File: src/gfti_pkg.sv
// Package: types, widths and register indexes shared by the gyro integrator.
package gfti_pkg;

    localparam int MAX_BURST  = 16;
    localparam int MAX_BURSTS = 64;

    localparam int CNT_W  = 11;
    localparam int BC_W   = $clog2(MAX_BURSTS + 1);
    localparam int CFG_DW = 20;
    localparam int CFG_AW = 3;

    // register indexes on the configuration port
    localparam logic [CFG_AW-1:0] CFG_CLIP_THRESH    = 3'd0;
    localparam logic [CFG_AW-1:0] CFG_BURSTS_PER_OUT = 3'd1;
    localparam logic [CFG_AW-1:0] CFG_SAMPLE_PERIOD  = 3'd2;
    localparam logic [CFG_AW-1:0] CFG_OFFSET_X       = 3'd3;
    localparam logic [CFG_AW-1:0] CFG_OFFSET_Y       = 3'd4;
    localparam logic [CFG_AW-1:0] CFG_OFFSET_Z       = 3'd5;

    localparam logic [15:0] CLIP_THRESH_RST = 16'd32767;
    localparam logic [6:0]  BURSTS_RST      = 7'd4;
    localparam logic [14:0] PERIOD_RST      = 15'd125;

    typedef struct packed {
        logic signed [15:0] sample_x;
        logic signed [15:0] sample_y;
        logic signed [15:0] sample_z;
        logic [4:0]         burst_length;
        logic               last_in_burst;
        logic [47:0]        timestamp_us;
    } in_item_t;

    typedef struct packed {
        logic signed [31:0] delta_x;
        logic signed [31:0] delta_y;
        logic signed [31:0] delta_z;
        logic [10:0]        sample_total;
        logic [24:0]        span_us;
        logic [10:0]        clips_x;
        logic [10:0]        clips_y;
        logic [10:0]        clips_z;
        logic [31:0]        clip_total_x;
        logic [31:0]        clip_total_y;
        logic [31:0]        clip_total_z;
    } out_item_t;

endpackage

File: src/gyro_fifo_trapezoid_integrator_core.sv
// Top level: trapezoidal delta-angle integrator for three-axis gyro samples.
// Path: input register, then the result register (m_valid) for a closing request.
// Throughput: one request per cycle; the only stall is a result-producing request held
//   in the input register while the previous result has not been taken.
// Reset (aresetn low, synchronous): registers go to their defaults, all sums, counts,
//   clip totals and the last-sample history clear, and both channels empty.
module gyro_fifo_trapezoid_integrator_core
    import gfti_pkg::*;
(
    input  logic              aclk,
    input  logic              aresetn,
    // configuration write port
    input  logic              cfg_wr_en,
    input  logic [CFG_AW-1:0] cfg_index,
    input  logic [CFG_DW-1:0] cfg_wdata,
    // sample requests
    input  logic              s_valid,
    output logic              s_ready,
    input  in_item_t          s_data,
    // integrated results
    output logic              m_valid,
    input  logic              m_ready,
    output out_item_t         m_data
);

    localparam logic [CNT_W-1:0] CNT_MAX = '1;
    localparam logic [BC_W-1:0]  BC_MAX  = '1;

    // ---------------------------------------------------------------
    // Configuration registers
    // ---------------------------------------------------------------
    logic [15:0]        clip_thresh_reg;
    logic [6:0]         bursts_per_out_reg;
    logic [14:0]        sample_period_reg;
    logic signed [19:0] offset_reg [3];

    always_ff @(posedge aclk) begin
        if (!aresetn) begin
            clip_thresh_reg    <= CLIP_THRESH_RST;
            bursts_per_out_reg <= BURSTS_RST;
            sample_period_reg  <= PERIOD_RST;
            for (int i = 0; i < 3; i++) begin
                offset_reg[i] <= '0;
            end
        end else if (cfg_wr_en) begin
            unique case (cfg_index)
                CFG_CLIP_THRESH:    clip_thresh_reg    <= cfg_wdata[15:0];
                CFG_BURSTS_PER_OUT: bursts_per_out_reg <= cfg_wdata[6:0];
                CFG_SAMPLE_PERIOD:  sample_period_reg  <= cfg_wdata[14:0];
                CFG_OFFSET_X:       offset_reg[0]      <= $signed(cfg_wdata);
                CFG_OFFSET_Y:       offset_reg[1]      <= $signed(cfg_wdata);
                CFG_OFFSET_Z:       offset_reg[2]      <= $signed(cfg_wdata);
                default: ;  // indexes beyond the map are ignored
            endcase
        end
    end

    // ---------------------------------------------------------------
    // Input register: one request deep, refills in the cycle it drains
    // ---------------------------------------------------------------
    logic     in_valid_reg;
    in_item_t in_reg;
    logic     advance;    // request in in_reg is processed this cycle
    logic     emit;       // that request closes an output interval
    logic     out_free;

    assign s_ready = !in_valid_reg || advance;

    always_ff @(posedge aclk) begin
        if (!aresetn) begin
            in_valid_reg <= 1'b0;
        end else if (s_ready) begin
            in_valid_reg <= s_valid;
        end
    end

    always_ff @(posedge aclk) begin
        if (s_valid && s_ready) begin
            in_reg <= s_data;
        end
    end

    // ---------------------------------------------------------------
    // Integrator state
    // acc_reg holds the trapezoid sum in half-LSB units: inner samples
    // add twice, the burst's last sample and the previous burst's last
    // sample add once each.
    // ---------------------------------------------------------------
    logic signed [31:0] acc_reg       [3];
    logic [CNT_W-1:0]   int_clips_reg [3];
    logic [31:0]        life_clips_reg [3];
    logic signed [15:0] prev_last_reg [3];
    logic [BC_W-1:0]    burst_count_reg;
    logic [CNT_W-1:0]   sample_count_reg;
    logic [47:0]        prev_ts_reg;
    logic               mid_burst_reg;

    logic signed [31:0] acc_next       [3];
    logic [CNT_W-1:0]   int_clips_next [3];
    logic [31:0]        life_clips_next [3];
    logic [BC_W-1:0]    burst_count_next;
    logic [CNT_W-1:0]   sample_count_next;

    logic signed [15:0] smp [3];
    logic               last;
    logic [4:0]         len_clamp;
    logic [20:0]        gap_thr;
    logic [47:0]        ts_diff;
    logic               gap_clear;
    logic [BC_W-1:0]    target;

    logic signed [31:0] acc_base   [3];
    logic [CNT_W-1:0]   clips_base [3];
    logic [BC_W-1:0]    bc_base;
    logic [CNT_W-1:0]   sc_base;

    logic [16:0]        sx17       [3];
    logic [16:0]        mag        [3];
    logic               clipped    [3];
    logic signed [17:0] addend     [3];
    logic signed [32:0] acc_sum    [3];
    logic signed [31:0] offs_prod  [3];
    logic signed [35:0] delta_wide [3];
    logic signed [31:0] delta_sat  [3];
    logic [25:0]        span_wide;
    logic [24:0]        span_sat;

    assign smp[0] = in_reg.sample_x;
    assign smp[1] = in_reg.sample_y;
    assign smp[2] = in_reg.sample_z;
    assign last   = in_reg.last_in_burst;

    always_comb begin
        // gap detection on the first sample of a burst
        if (in_reg.burst_length == 5'd0) begin
            len_clamp = 5'd1;
        end else if (32'(in_reg.burst_length) > MAX_BURST) begin
            len_clamp = 5'(MAX_BURST);
        end else begin
            len_clamp = in_reg.burst_length;
        end
        gap_thr   = {20'(sample_period_reg) * 20'(len_clamp), 1'b0};
        ts_diff   = in_reg.timestamp_us - prev_ts_reg;
        gap_clear = !mid_burst_reg && (in_reg.timestamp_us > prev_ts_reg)
                    && (ts_diff > 48'(gap_thr));

        bc_base = gap_clear ? '0 : burst_count_reg;
        sc_base = gap_clear ? '0 : sample_count_reg;
        sample_count_next = (sc_base == CNT_MAX) ? sc_base : sc_base + 1'b1;
        burst_count_next  = bc_base;
        if (last && bc_base != BC_MAX) begin
            burst_count_next = bc_base + 1'b1;
        end

        if (bursts_per_out_reg == 7'd0) begin
            target = BC_W'(1);
        end else if (32'(bursts_per_out_reg) > MAX_BURSTS) begin
            target = BC_W'(MAX_BURSTS);
        end else begin
            target = BC_W'(bursts_per_out_reg);
        end
        emit = last && (burst_count_next >= target);

        for (int i = 0; i < 3; i++) begin
            acc_base[i]   = gap_clear ? '0 : acc_reg[i];
            clips_base[i] = gap_clear ? '0 : int_clips_reg[i];

            // magnitude of -32768 is 32768, hence 17 bits
            sx17[i]    = {smp[i][15], smp[i]};
            mag[i]     = smp[i][15] ? (~sx17[i] + 17'd1) : sx17[i];
            clipped[i] = mag[i] >= {1'b0, clip_thresh_reg};

            int_clips_next[i] = clips_base[i];
            if (clipped[i] && clips_base[i] != CNT_MAX) begin
                int_clips_next[i] = clips_base[i] + 1'b1;
            end
            life_clips_next[i] = life_clips_reg[i];
            if (clipped[i] && life_clips_reg[i] != 32'hFFFF_FFFF) begin
                life_clips_next[i] = life_clips_reg[i] + 32'd1;
            end

            if (last) begin
                addend[i] = 18'(prev_last_reg[i]) + 18'(smp[i]);
            end else begin
                addend[i] = {smp[i][15], smp[i], 1'b0};
            end
            acc_sum[i] = 33'(acc_base[i]) + 33'(addend[i]);
            if (acc_sum[i][32] != acc_sum[i][31]) begin
                acc_next[i] = acc_sum[i][32] ? 32'sh8000_0000 : 32'sh7FFF_FFFF;
            end else begin
                acc_next[i] = acc_sum[i][31:0];
            end

            // 1/16 LSB: acc (half LSB) times 8, less bias per sample
            offs_prod[i]  = 32'(offset_reg[i]) * 32'($signed({1'b0, sample_count_next}));
            delta_wide[i] = {acc_next[i][31], acc_next[i], 3'b000} - 36'(offs_prod[i]);
            if (delta_wide[i][35:31] != {5{delta_wide[i][35]}}) begin
                delta_sat[i] = delta_wide[i][35] ? 32'sh8000_0000 : 32'sh7FFF_FFFF;
            end else begin
                delta_sat[i] = delta_wide[i][31:0];
            end
        end

        span_wide = 26'(sample_count_next) * 26'(sample_period_reg);
        span_sat  = span_wide[25] ? '1 : span_wide[24:0];
    end

    assign out_free = !m_valid || m_ready;
    assign advance  = in_valid_reg && (!emit || out_free);

    always_ff @(posedge aclk) begin
        if (!aresetn) begin
            for (int i = 0; i < 3; i++) begin
                acc_reg[i]        <= '0;
                int_clips_reg[i]  <= '0;
                life_clips_reg[i] <= '0;
                prev_last_reg[i]  <= '0;
            end
            burst_count_reg  <= '0;
            sample_count_reg <= '0;
            prev_ts_reg      <= '0;
            mid_burst_reg    <= 1'b0;
        end else if (advance) begin
            for (int i = 0; i < 3; i++) begin
                life_clips_reg[i] <= life_clips_next[i];
                if (last) begin
                    prev_last_reg[i] <= smp[i];
                end
                // a result closes the interval
                acc_reg[i]       <= emit ? '0 : acc_next[i];
                int_clips_reg[i] <= emit ? '0 : int_clips_next[i];
            end
            burst_count_reg  <= emit ? '0 : burst_count_next;
            sample_count_reg <= emit ? '0 : sample_count_next;
            if (last) begin
                prev_ts_reg <= in_reg.timestamp_us;
            end else if (gap_clear) begin
                prev_ts_reg <= '0;
            end
            mid_burst_reg <= !last;
        end
    end

    // ---------------------------------------------------------------
    // Result register
    // ---------------------------------------------------------------
    logic      m_valid_reg;
    out_item_t m_data_reg;

    always_ff @(posedge aclk) begin
        if (!aresetn) begin
            m_valid_reg <= 1'b0;
        end else if (advance && emit) begin
            m_valid_reg <= 1'b1;
        end else if (m_ready) begin
            m_valid_reg <= 1'b0;
        end
    end

    always_ff @(posedge aclk) begin
        if (advance && emit) begin
            m_data_reg.delta_x      <= delta_sat[0];
            m_data_reg.delta_y      <= delta_sat[1];
            m_data_reg.delta_z      <= delta_sat[2];
            m_data_reg.sample_total <= sample_count_next;
            m_data_reg.span_us      <= span_sat;
            m_data_reg.clips_x      <= int_clips_next[0];
            m_data_reg.clips_y      <= int_clips_next[1];
            m_data_reg.clips_z      <= int_clips_next[2];
            m_data_reg.clip_total_x <= life_clips_next[0];
            m_data_reg.clip_total_y <= life_clips_next[1];
            m_data_reg.clip_total_z <= life_clips_next[2];
        end
    end

    assign m_valid = m_valid_reg;
    assign m_data  = m_data_reg;

    // ---------------------------------------------------------------
    // Assertions
    // ---------------------------------------------------------------
    a_emit_loads_result: assert property (@(posedge aclk) disable iff (!aresetn)
        (advance && emit) |=> m_valid)
        else $error("result not loaded after closing request");

    a_emit_clears_interval: assert property (@(posedge aclk) disable iff (!aresetn)
        (advance && emit) |=> (sample_count_reg == '0 && burst_count_reg == '0))
        else $error("interval not cleared after result");

    a_mid_burst_has_samples: assert property (@(posedge aclk) disable iff (!aresetn)
        mid_burst_reg |-> (sample_count_reg != '0))
        else $error("open burst with empty interval");

    a_burst_count_bound: assert property (@(posedge aclk) disable iff (!aresetn)
        32'(burst_count_reg) < MAX_BURSTS)
        else $error("burst count reached output target without a result");

    a_last_closes_burst: assert property (@(posedge aclk) disable iff (!aresetn)
        (advance && last) |=> !mid_burst_reg)
        else $error("burst still open after its last sample");

endmodule
File: config.mk
export PLATFORM = sky130hd
export DESIGN_NAME = gyro_fifo_trapezoid_integrator_core
export DESIGN_NICKNAME = d
export VERILOG_FILES = /design/src/gfti_pkg.sv /design/src/gyro_fifo_trapezoid_integrator_core.sv
export SDC_FILE = /design/constraint.sdc
export NUM_CORES = 2
export LEC_CHECK = 0
export BUFFER_PORTS_ARGS = -buffer_cell sky130_fd_sc_hd__buf_4
export CAP_MARGIN = 20
export CORE_UTILIZATION = 30
export DETAILED_ROUTE_END_ITERATION = 8
export PLACE_DENSITY = 0.5
export REMOVE_ABC_BUFFERS = 1
export SETUP_SLACK_MARGIN = 0.5
export SLEW_MARGIN = 20
export SYNTH_ARGS = -nofsm -noshare
export SYNTH_HDL_FRONTEND = slang
export SYNTH_SLANG_ARGS = --single-unit
File: constraint.sdc
create_clock -name aclk -period 19.1 [get_ports aclk]
set_clock_uncertainty 0.15 [all_clocks]
set_input_delay 3.82 -clock aclk [delete_from_list [all_inputs] [get_ports aclk]]
set_output_delay 3.82 -clock aclk [all_outputs]
set_load 0.02 [all_outputs]
# Word-level counts from Yosys, hierarchy flattened
# Memories as Yosys holds them, arrays and structs flattened.
# Cells that the tools add are included.
word_totals:
  out_inout_bits: 263
  n_memories: 5
  ff_bits: 470
  rom_bits: 0
  latchBits: 0
  wordCells: 217
  ramBits: 333
classes:
  shifts: 0
  order_cmp: 8
  n_addsub: 21
  multipliers: 5
  n_mux: 85
  n_reduce_logical: 30
  bitwise: 18
  eq_ne: 19
  div: 0
memory_table:
  columns: ["memory", "words", "word_bits", "read_ports", "rd_ports_with_merged_regs", "write_ports", "line_no", "source"]
  rows:
  - ["acc_reg", 3, 32, 3, 0, 3, "gyro_fifo_trapezoid_integrator_core.sv:89", "logic signed [31:0] acc_reg [3];"]
  - ["life_clips_reg", 3, 32, 3, 0, 3, "gyro_fifo_trapezoid_integrator_core.sv:91", "logic [31:0] life_clips_reg [3];"]
  - ["offset_reg", 3, 20, 3, 0, 3, "gyro_fifo_trapezoid_integrator_core.sv:35", "logic signed [19:0] offset_reg [3];"]
  - ["prev_last_reg", 3, 16, 3, 0, 3, "gyro_fifo_trapezoid_integrator_core.sv:92", "logic signed [15:0] prev_last_reg [3];"]
  - ["int_clips_reg", 3, 11, 3, 0, 3, "gyro_fifo_trapezoid_integrator_core.sv:90", "logic [CNT_W-1:0] int_clips_reg [3];"]
op_table:
  columns: ["operator", "count"]
  rows:
  - ["2-to-1 mux 32 bit", 27]
  - ["2-to-1 mux 11 bit", 15]
  - ["subtractor 35 x 32 -> 36 bit", 3]
  - ["adder 32 x 18 -> 33 bit", 3]
  - ["adder 32 x 1 -> 32 bit (second input constant)", 3]
  - ["multiplier 20 x 12 -> 32 bit", 3]
  - ["2-to-1 mux 48 bit", 2]
  - ["!= test 32 bit (second input constant)", 3]
  - ["2-to-1 mux 20 bit", 3]
  - ["2-to-1 mux 18 bit", 3]
  - ["adder 16 x 16 -> 17 bit", 3]
  - ["adder 17 x 1 -> 17 bit (second input constant)", 3]
  - ["greater-or-equal comparator 17 x 16 -> 1 bit", 3]
  - ["2-to-1 mux 17 bit", 3]
  - ["NOT 17 bit", 3]
  - ["greater-than comparator 48 x 21 -> 1 bit", 1]
  - ["greater-than comparator 48 bit", 1]
  - ["2-to-1 mux 16 bit", 3]
  - ["subtractor 48 bit", 1]
  - ["adder 11 x 1 -> 11 bit (second input constant)", 4]
  - ["2-to-1 mux 7 bit", 5]
  - ["!= test 11 bit (second input constant)", 3]
  - ["multiplier 11 x 15 -> 26 bit", 1]
  - ["2-to-1 mux 1 bit", 22]
  - ["22 further kinds", 65]

# Depth between registers and ports, before layout
logic_depth:
  word_depth: 19
  depth_mapped: 74
  mapped_depth_nobuf: 68

# Worst setup path before layout
# OpenSTA, ideal clock, no wires.
synth_path:
  path_kind: "flip-flop to flip-flop"
  start: "reg in_reg[53] (netlist bit)"
  end: "reg m_data_reg, in the netlist m_data[0] (enable)"
  t_required_ps: 18337
  path_slack_ps: 2890
  stages_incl_launch_ff: 57
  arrival_time_ps: 15447
  path_cell_list: "edfxtp_1 > clkbuf_1 > nor2b_1 > clkbuf_1 > nand2_1 > fa_1 > fa_1 > fa_1 > inv_1 > ha_1 > a21oi_1 > o21ai_0 > a21oi_1 > o21ai_0 > a21o_1 > a21o_1 > a21o_1 > a21o_1 > [... 21 more ...] > and3_1 > clkbuf_1 > a21oi_1 > nand3_1 > o221ai_1 > ha_1 > nand2b_1 > a21o_1 > a21oi_1 > nor2b_1 > o21ai_0 > nand2b_1 > a21oi_1 > nor2b_1 > o21ai_0 > o21a_1 > nand2b_1 > inv_1"
synth_between:
  elab_chain_cells: 16
  word_cells_on_any_way: 18
  cone_classes: "1 x add/sub; 1 x mul; 3 x order compare; 1 x eq/ne; 4 x mux; 8 x reduce/logical"
synth_rtl:
  columns: ["element", "line_no", "source"]
  rows:
  - ["from (decl)", "gyro_fifo_trapezoid_integrator_core.sv:62", "in_item_t in_reg;"]
  - ["from (signal assigned)", "gyro_fifo_trapezoid_integrator_core.sv:79", "in_reg <= s_data;"]
  - ["greater-than comparator 5 bit", "gyro_fifo_trapezoid_integrator_core.sv:137", "end else if (32'(in_reg.burst_length) > MAX_BURST) begin"]
  - ["2-to-1 mux 5 bit", "gyro_fifo_trapezoid_integrator_core.sv:137", null]
  - ["2-to-1 mux 5 bit (*)", "gyro_fifo_trapezoid_integrator_core.sv:135", "if (in_reg.burst_length == 5'd0) begin"]
  - ["multiplier 15 x 5 -> 20 bit (*)", "gyro_fifo_trapezoid_integrator_core.sv:142", "gap_thr = {20'(sample_period_reg) * 20'(len_clamp), 1'b0};"]
  - ["greater-than comparator 48 x 21 -> 1 bit (*)", "gyro_fifo_trapezoid_integrator_core.sv:145", "&& (ts_diff > 48'(gap_thr));"]
  - ["logical AND 1 bit (*)", "gyro_fifo_trapezoid_integrator_core.sv:145", null]
  - ["2-to-1 mux 7 bit (*)", "gyro_fifo_trapezoid_integrator_core.sv:147", "bc_base = gap_clear ? '0 : burst_count_reg;"]
  - ["parallel branches: the longest is 2 deep, another holds adder 7 x 1 -> 7 bit", null, null]
  - ["2-to-1 mux 7 bit (*)", "gyro_fifo_trapezoid_integrator_core.sv:151", "if (last && bc_base != BC_MAX) begin"]
  - ["greater-or-equal comparator 7 bit (*)", "gyro_fifo_trapezoid_integrator_core.sv:162", "emit = last && (burst_count_next >= target);"]
  - ["logical AND 1 bit (*)", "gyro_fifo_trapezoid_integrator_core.sv:162", null]
  - ["logical NOT 1 bit", "gyro_fifo_trapezoid_integrator_core.sv:209", "assign advance = in_valid_reg && (!emit || out_free);"]
  - ["logical OR 1 bit", "gyro_fifo_trapezoid_integrator_core.sv:209", null]
  - ["logical AND 1 bit", "gyro_fifo_trapezoid_integrator_core.sv:209", null]
  - ["logical AND 1 bit (*)", "gyro_fifo_trapezoid_integrator_core.sv:261", "if (advance && emit) begin"]
  - ["to (decl)", "gyro_fifo_trapezoid_integrator_core.sv:248", "out_item_t m_data_reg;"]
# Every way passes the cells marked *.
# A chain may end at the register's enable or synchronous reset.

==> Implementation_results.wiki <==
{| class="wikitable"
! Metric !! Value
|-
| Maximum clock path buffer count || 3
|-
| Top Ports || 393
|-
| Detailed-route via count || 58344
|-
| Outcome || finished, final reports clean
|-
| Path depth of the worst reg2reg path || 66
|-
| Area of the multi-input gates || 0.0508 mm²
|-
| Maximum number of pins on one net before global-route repair || 123
|-
| Critical path fanouts, max || 22
|-
| Total area of sequential cells || 0.0230 mm²
|-
| Total clock buffers created by CTS || 103
|-
| Critical Path Source Type || register
|-
| Fillers || 26907
|-
| Share of final-layout standard cells stronger than drive strength 1 || 0.0950
|-
| Worst hold path class || reg -> reg
|-
| Worst Setup EP || m_data[258]$_DFFE_PP_
|-
| Starting density of the core || 0.302
|-
| Tightest Pin Transition || 1.06 ns
|-
| Number of warnings reported in the yosys synthesis log || 0
|-
| Data required time at the worst endpoint || 19.43 ns
|-
| Finished Core Util || 0.344
|-
| H-tree Lvls || 3
|-
| Layout overhead on the synthesized area || 13.8%
|-
| Routed wire length on met2 || 112000 µm
|-
| Number of antenna violations at the first check in global routing || 25
|-
| Post-synthesis sequential element count || 803
|-
| Sink count of the clock tree || 803
|-
| Most common library cell in the layout ignoring fill and taps || inv_1
|-
| Skew-Pair Late Insertion Delay || 0.79 ns
|-
| Hold buffer count at cts || 0
|-
| Proportion of power drawn by flip-flops and latches || 0.242
|-
| Top metal layer carrying routed signals || met5
|-
| Total Neg Setup Slack || 0 ns
|-
| Maximum cell stage delay along the critical path || 0.55 ns
|-
| Vias in the first global route || 59933
|-
| R2r startpoint || in_reg[53]$_DFFE_PP_
|-
| Syn avg cell area || 9.80 µm²
|-
| Maximum resistive drop on vdd || 141 µV
|-
| Crit path launch || in_reg[53]$_DFFE_PP_
|-
| Power dissipated by switching net loads || 4.10 mW
|-
| Peak clock frequency supported by timing || 0.0569 GHz
|-
| Cell occurring most often along the worst timing path || fa_1
|-
| Arrival @ worst endpoint || 17.91 ns
|-
| Max-cap check violation count || 0
|-
| Reg-to-reg slack, setup || 1.52 ns
|-
| Post-route non-filler standard cell count || 11988
|-
| Reg-to-Reg End || m_data[258]$_DFFE_PP_
|-
| Gr usage total || 0.180
|-
| Endpoint kind of the worst setup timing path || register
|-
| Detailed-route wire length per cell || 20.2 µm
|-
| Met1 WL || 110000 µm
|-
| Global-route wire length before repair || 368000 µm
|-
| FFs w/ async S/R, synth || 0
|-
| Ratio of routed vias to standard cells || 4.87
|-
| Commonest cells after routing, fill and taps aside || 1203 x inv_1, 843 x fa_1, 715 x and2_1
|-
| Drt pass-1 iters || 5
|-
| Most frequently used flop master after synthesis || edfxtp_1
|-
| Shortest period the worst path allows || 17.58 ns
|-
| Library cells used by synthesis || 91
|-
| Period utilization || 0.921
|-
| Total leakage power || 38.5 nW
|-
| Wire length after detailed routing || 243000 µm
|-
| Met3 wire len || 11800 µm
|-
| Clock network power share || 0.220
|-
| Switching Fraction || 0.422
|-
| Number of flip-flops under the largest register name || 261
|-
| Sequential element share of the synthesized area || 0.290
|-
| Clock tree from TritonCTS || built
|-
| Hold Vio Cnt, Final || 0
|-
| Final-report max-slew violation count || 0
|-
| Clock transition at the registers of the reported paths || 0.06 ns
|-
| Number of DRC markers after the initial detailed-route iteration || 3625
|-
| Share of power burned in combinational logic || 0.538
|-
| # port buffers || 392
|-
| Half-perimeter wire length after placement || 187000 µm
|-
| Die boundary width || 517 µm
|-
| Number of instances in the synthesized netlist || 8111
|-
| Die Height || 517 µm
|-
| Count of final setup violators || 0
|-
| Core box area || 0.263 mm²
|-
| Int Pwr || 5.61 mW
|-
| Slowest cell on the critical path || fa_1
|-
| Site row count || 188
|-
| Placed cell count || 11765
|-
| Power density relative to cell area || 107 mW/mm²
|-
| Root Buffer || clkbuf_16
|-
| Netlist area before placement || 0.0795 mm²
|-
| Final nets || 9961
|-
| Remaining antenna violation count || 0
|-
| DIE AREA || 0.267 mm²
|-
| Routability cong. || 0.896
|-
| Worst hold margin || 0.327 ns
|-
| Remaining design rule violation count || 0
|-
| Critical path class || reg -> reg
|-
| Max-slew headroom at the worst pin || 0.290
|-
| Grt total ovfl || 0
|-
| Setup repair after global routing missed its margin || false
|-
| Number of enable-type register cells in the synthesized netlist || 696
|}
==> cell families after synthesis <==
group                    count (synthesis)  share of synthesized area
AO/OA/AOI/OAI                         1286                      0.106
XOR/XNOR                               423                     0.0466
adder cells (fa/ha/maj)               1484                      0.312
buffers and inverters                 1566                     0.0753
flip-flops                             803                      0.290
multiplexers                            48                    0.00667
AND/OR/NAND/NOR                       2501                      0.163
==> critical path, delay by kind of cell (launching register included) <==
kind                     cells  cell delay (ns)
buffers and inverters        9             1.08
XOR/XNOR                     2             0.32
AO/OA/AOI/OAI               21             4.51
multiplexers                 1             0.30
adder cells (fa/ha/maj)     13             5.67
AND/OR/NAND/NOR             20             4.75
flip-flops                   1             0.44
==> cell usage after synthesis, drive strengths merged (159+ instances only) <==
| master | n | area, µm² |
|---|---|---|
| a21o | 180 | 1350 |
| a21oi | 366 | 1830 |
| and2 | 718 | 4490 |
| clkbuf | 291 | 1100 |
| edfxtp | 696 | 20900 |
| fa | 843 | 16900 |
| ha | 617 | 7720 |
| inv | 1207 | 4530 |
| nand2 | 686 | 2580 |
| nor2 | 342 | 1310 |
| o21ai | 237 | 1190 |
| xnor2 | 264 | 2310 |
| xor2 | 159 | 1390 |
==> stage by stage <==
step	worst slack [ns]	total power, mW	area [µm²]
after detailed placement	0.0167	7.48	86500
after global placement	0.518	7.40	86400
final	1.52	9.71	90500
after CTS	0.514	9.67	90200
after global routing	0.528	10.5	90500
after floorplan	-2.43	6.06	78100
==> power by group through the flow <==
stage / Clock, mW / Sequential (mW) / Combinational (mW)
after floorplan: 0 / 2.35 / 3.71
after global placement: 0 / 2.38 / 5.02
after detailed placement: 0 / 2.38 / 5.09
after CTS: 2.20 / 2.35 / 5.13
after global routing: 2.26 / 2.36 / 5.88
final: 2.14 / 2.35 / 5.23
==> worst min-delay path by stage <==
stage | slack [ns] | endpoint | cells after the start | from
CTS | 0.33 | bursts_per_out_reg[0]$_SDFFE_PN0P_ | 2 | bursts_per_out_reg[0]$_SDFFE_PN0P_
floorplan | 0.28 | mid_burst_reg$_SDFFE_PN0P_ | 2 | mid_burst_reg$_SDFFE_PN0P_
global route | 0.36 | prev_ts_reg[4]$_SDFFE_PN0P_ | 1 | prev_ts_reg[4]$_SDFFE_PN0P_
finish | 0.33 | bursts_per_out_reg[0]$_SDFFE_PN0P_ | 2 | bursts_per_out_reg[0]$_SDFFE_PN0P_
global placement | 0.31 | clip_thresh_reg[15]$_SDFFE_PN0P_ | 2 | clip_thresh_reg[15]$_SDFFE_PN0P_
detailed placement | 0.32 | bursts_per_out_reg[0]$_SDFFE_PN0P_ | 2 | bursts_per_out_reg[0]$_SDFFE_PN0P_
==> what timing repair did <==
item / 4_1_cts / 5_1_grt
setup endpoints to repair: 94 / 120
setup buffers: 0 / 12
pin swaps: 0 / 3
resized for setup: 4 / 18
cloned: 0 / 3
==> layout make-up <==
cell class / count / share of cell area
Clock inverter: 79 / 0.0113
Timing Repair Buffer: 508 / 0.0430
Clock buffer: 114 / 0.0297
Tap cell: 3515 / 0.0486
Multi-Input combinational cell: 5745 / 0.562
Inverter: 1210 / 0.0504
Sequential cell: 803 / 0.255
Antenna cell: 14 / 0.000387
==> metal layers <==
metal  vias to the layer above  track usage
met5                         -            0
met4                         4       0.0682
met3                       324       0.0234
met2                      1368        0.293
met1                     29228        0.245
li1                      27420            -
Note: power is estimated with default switching activity, not from simulation.
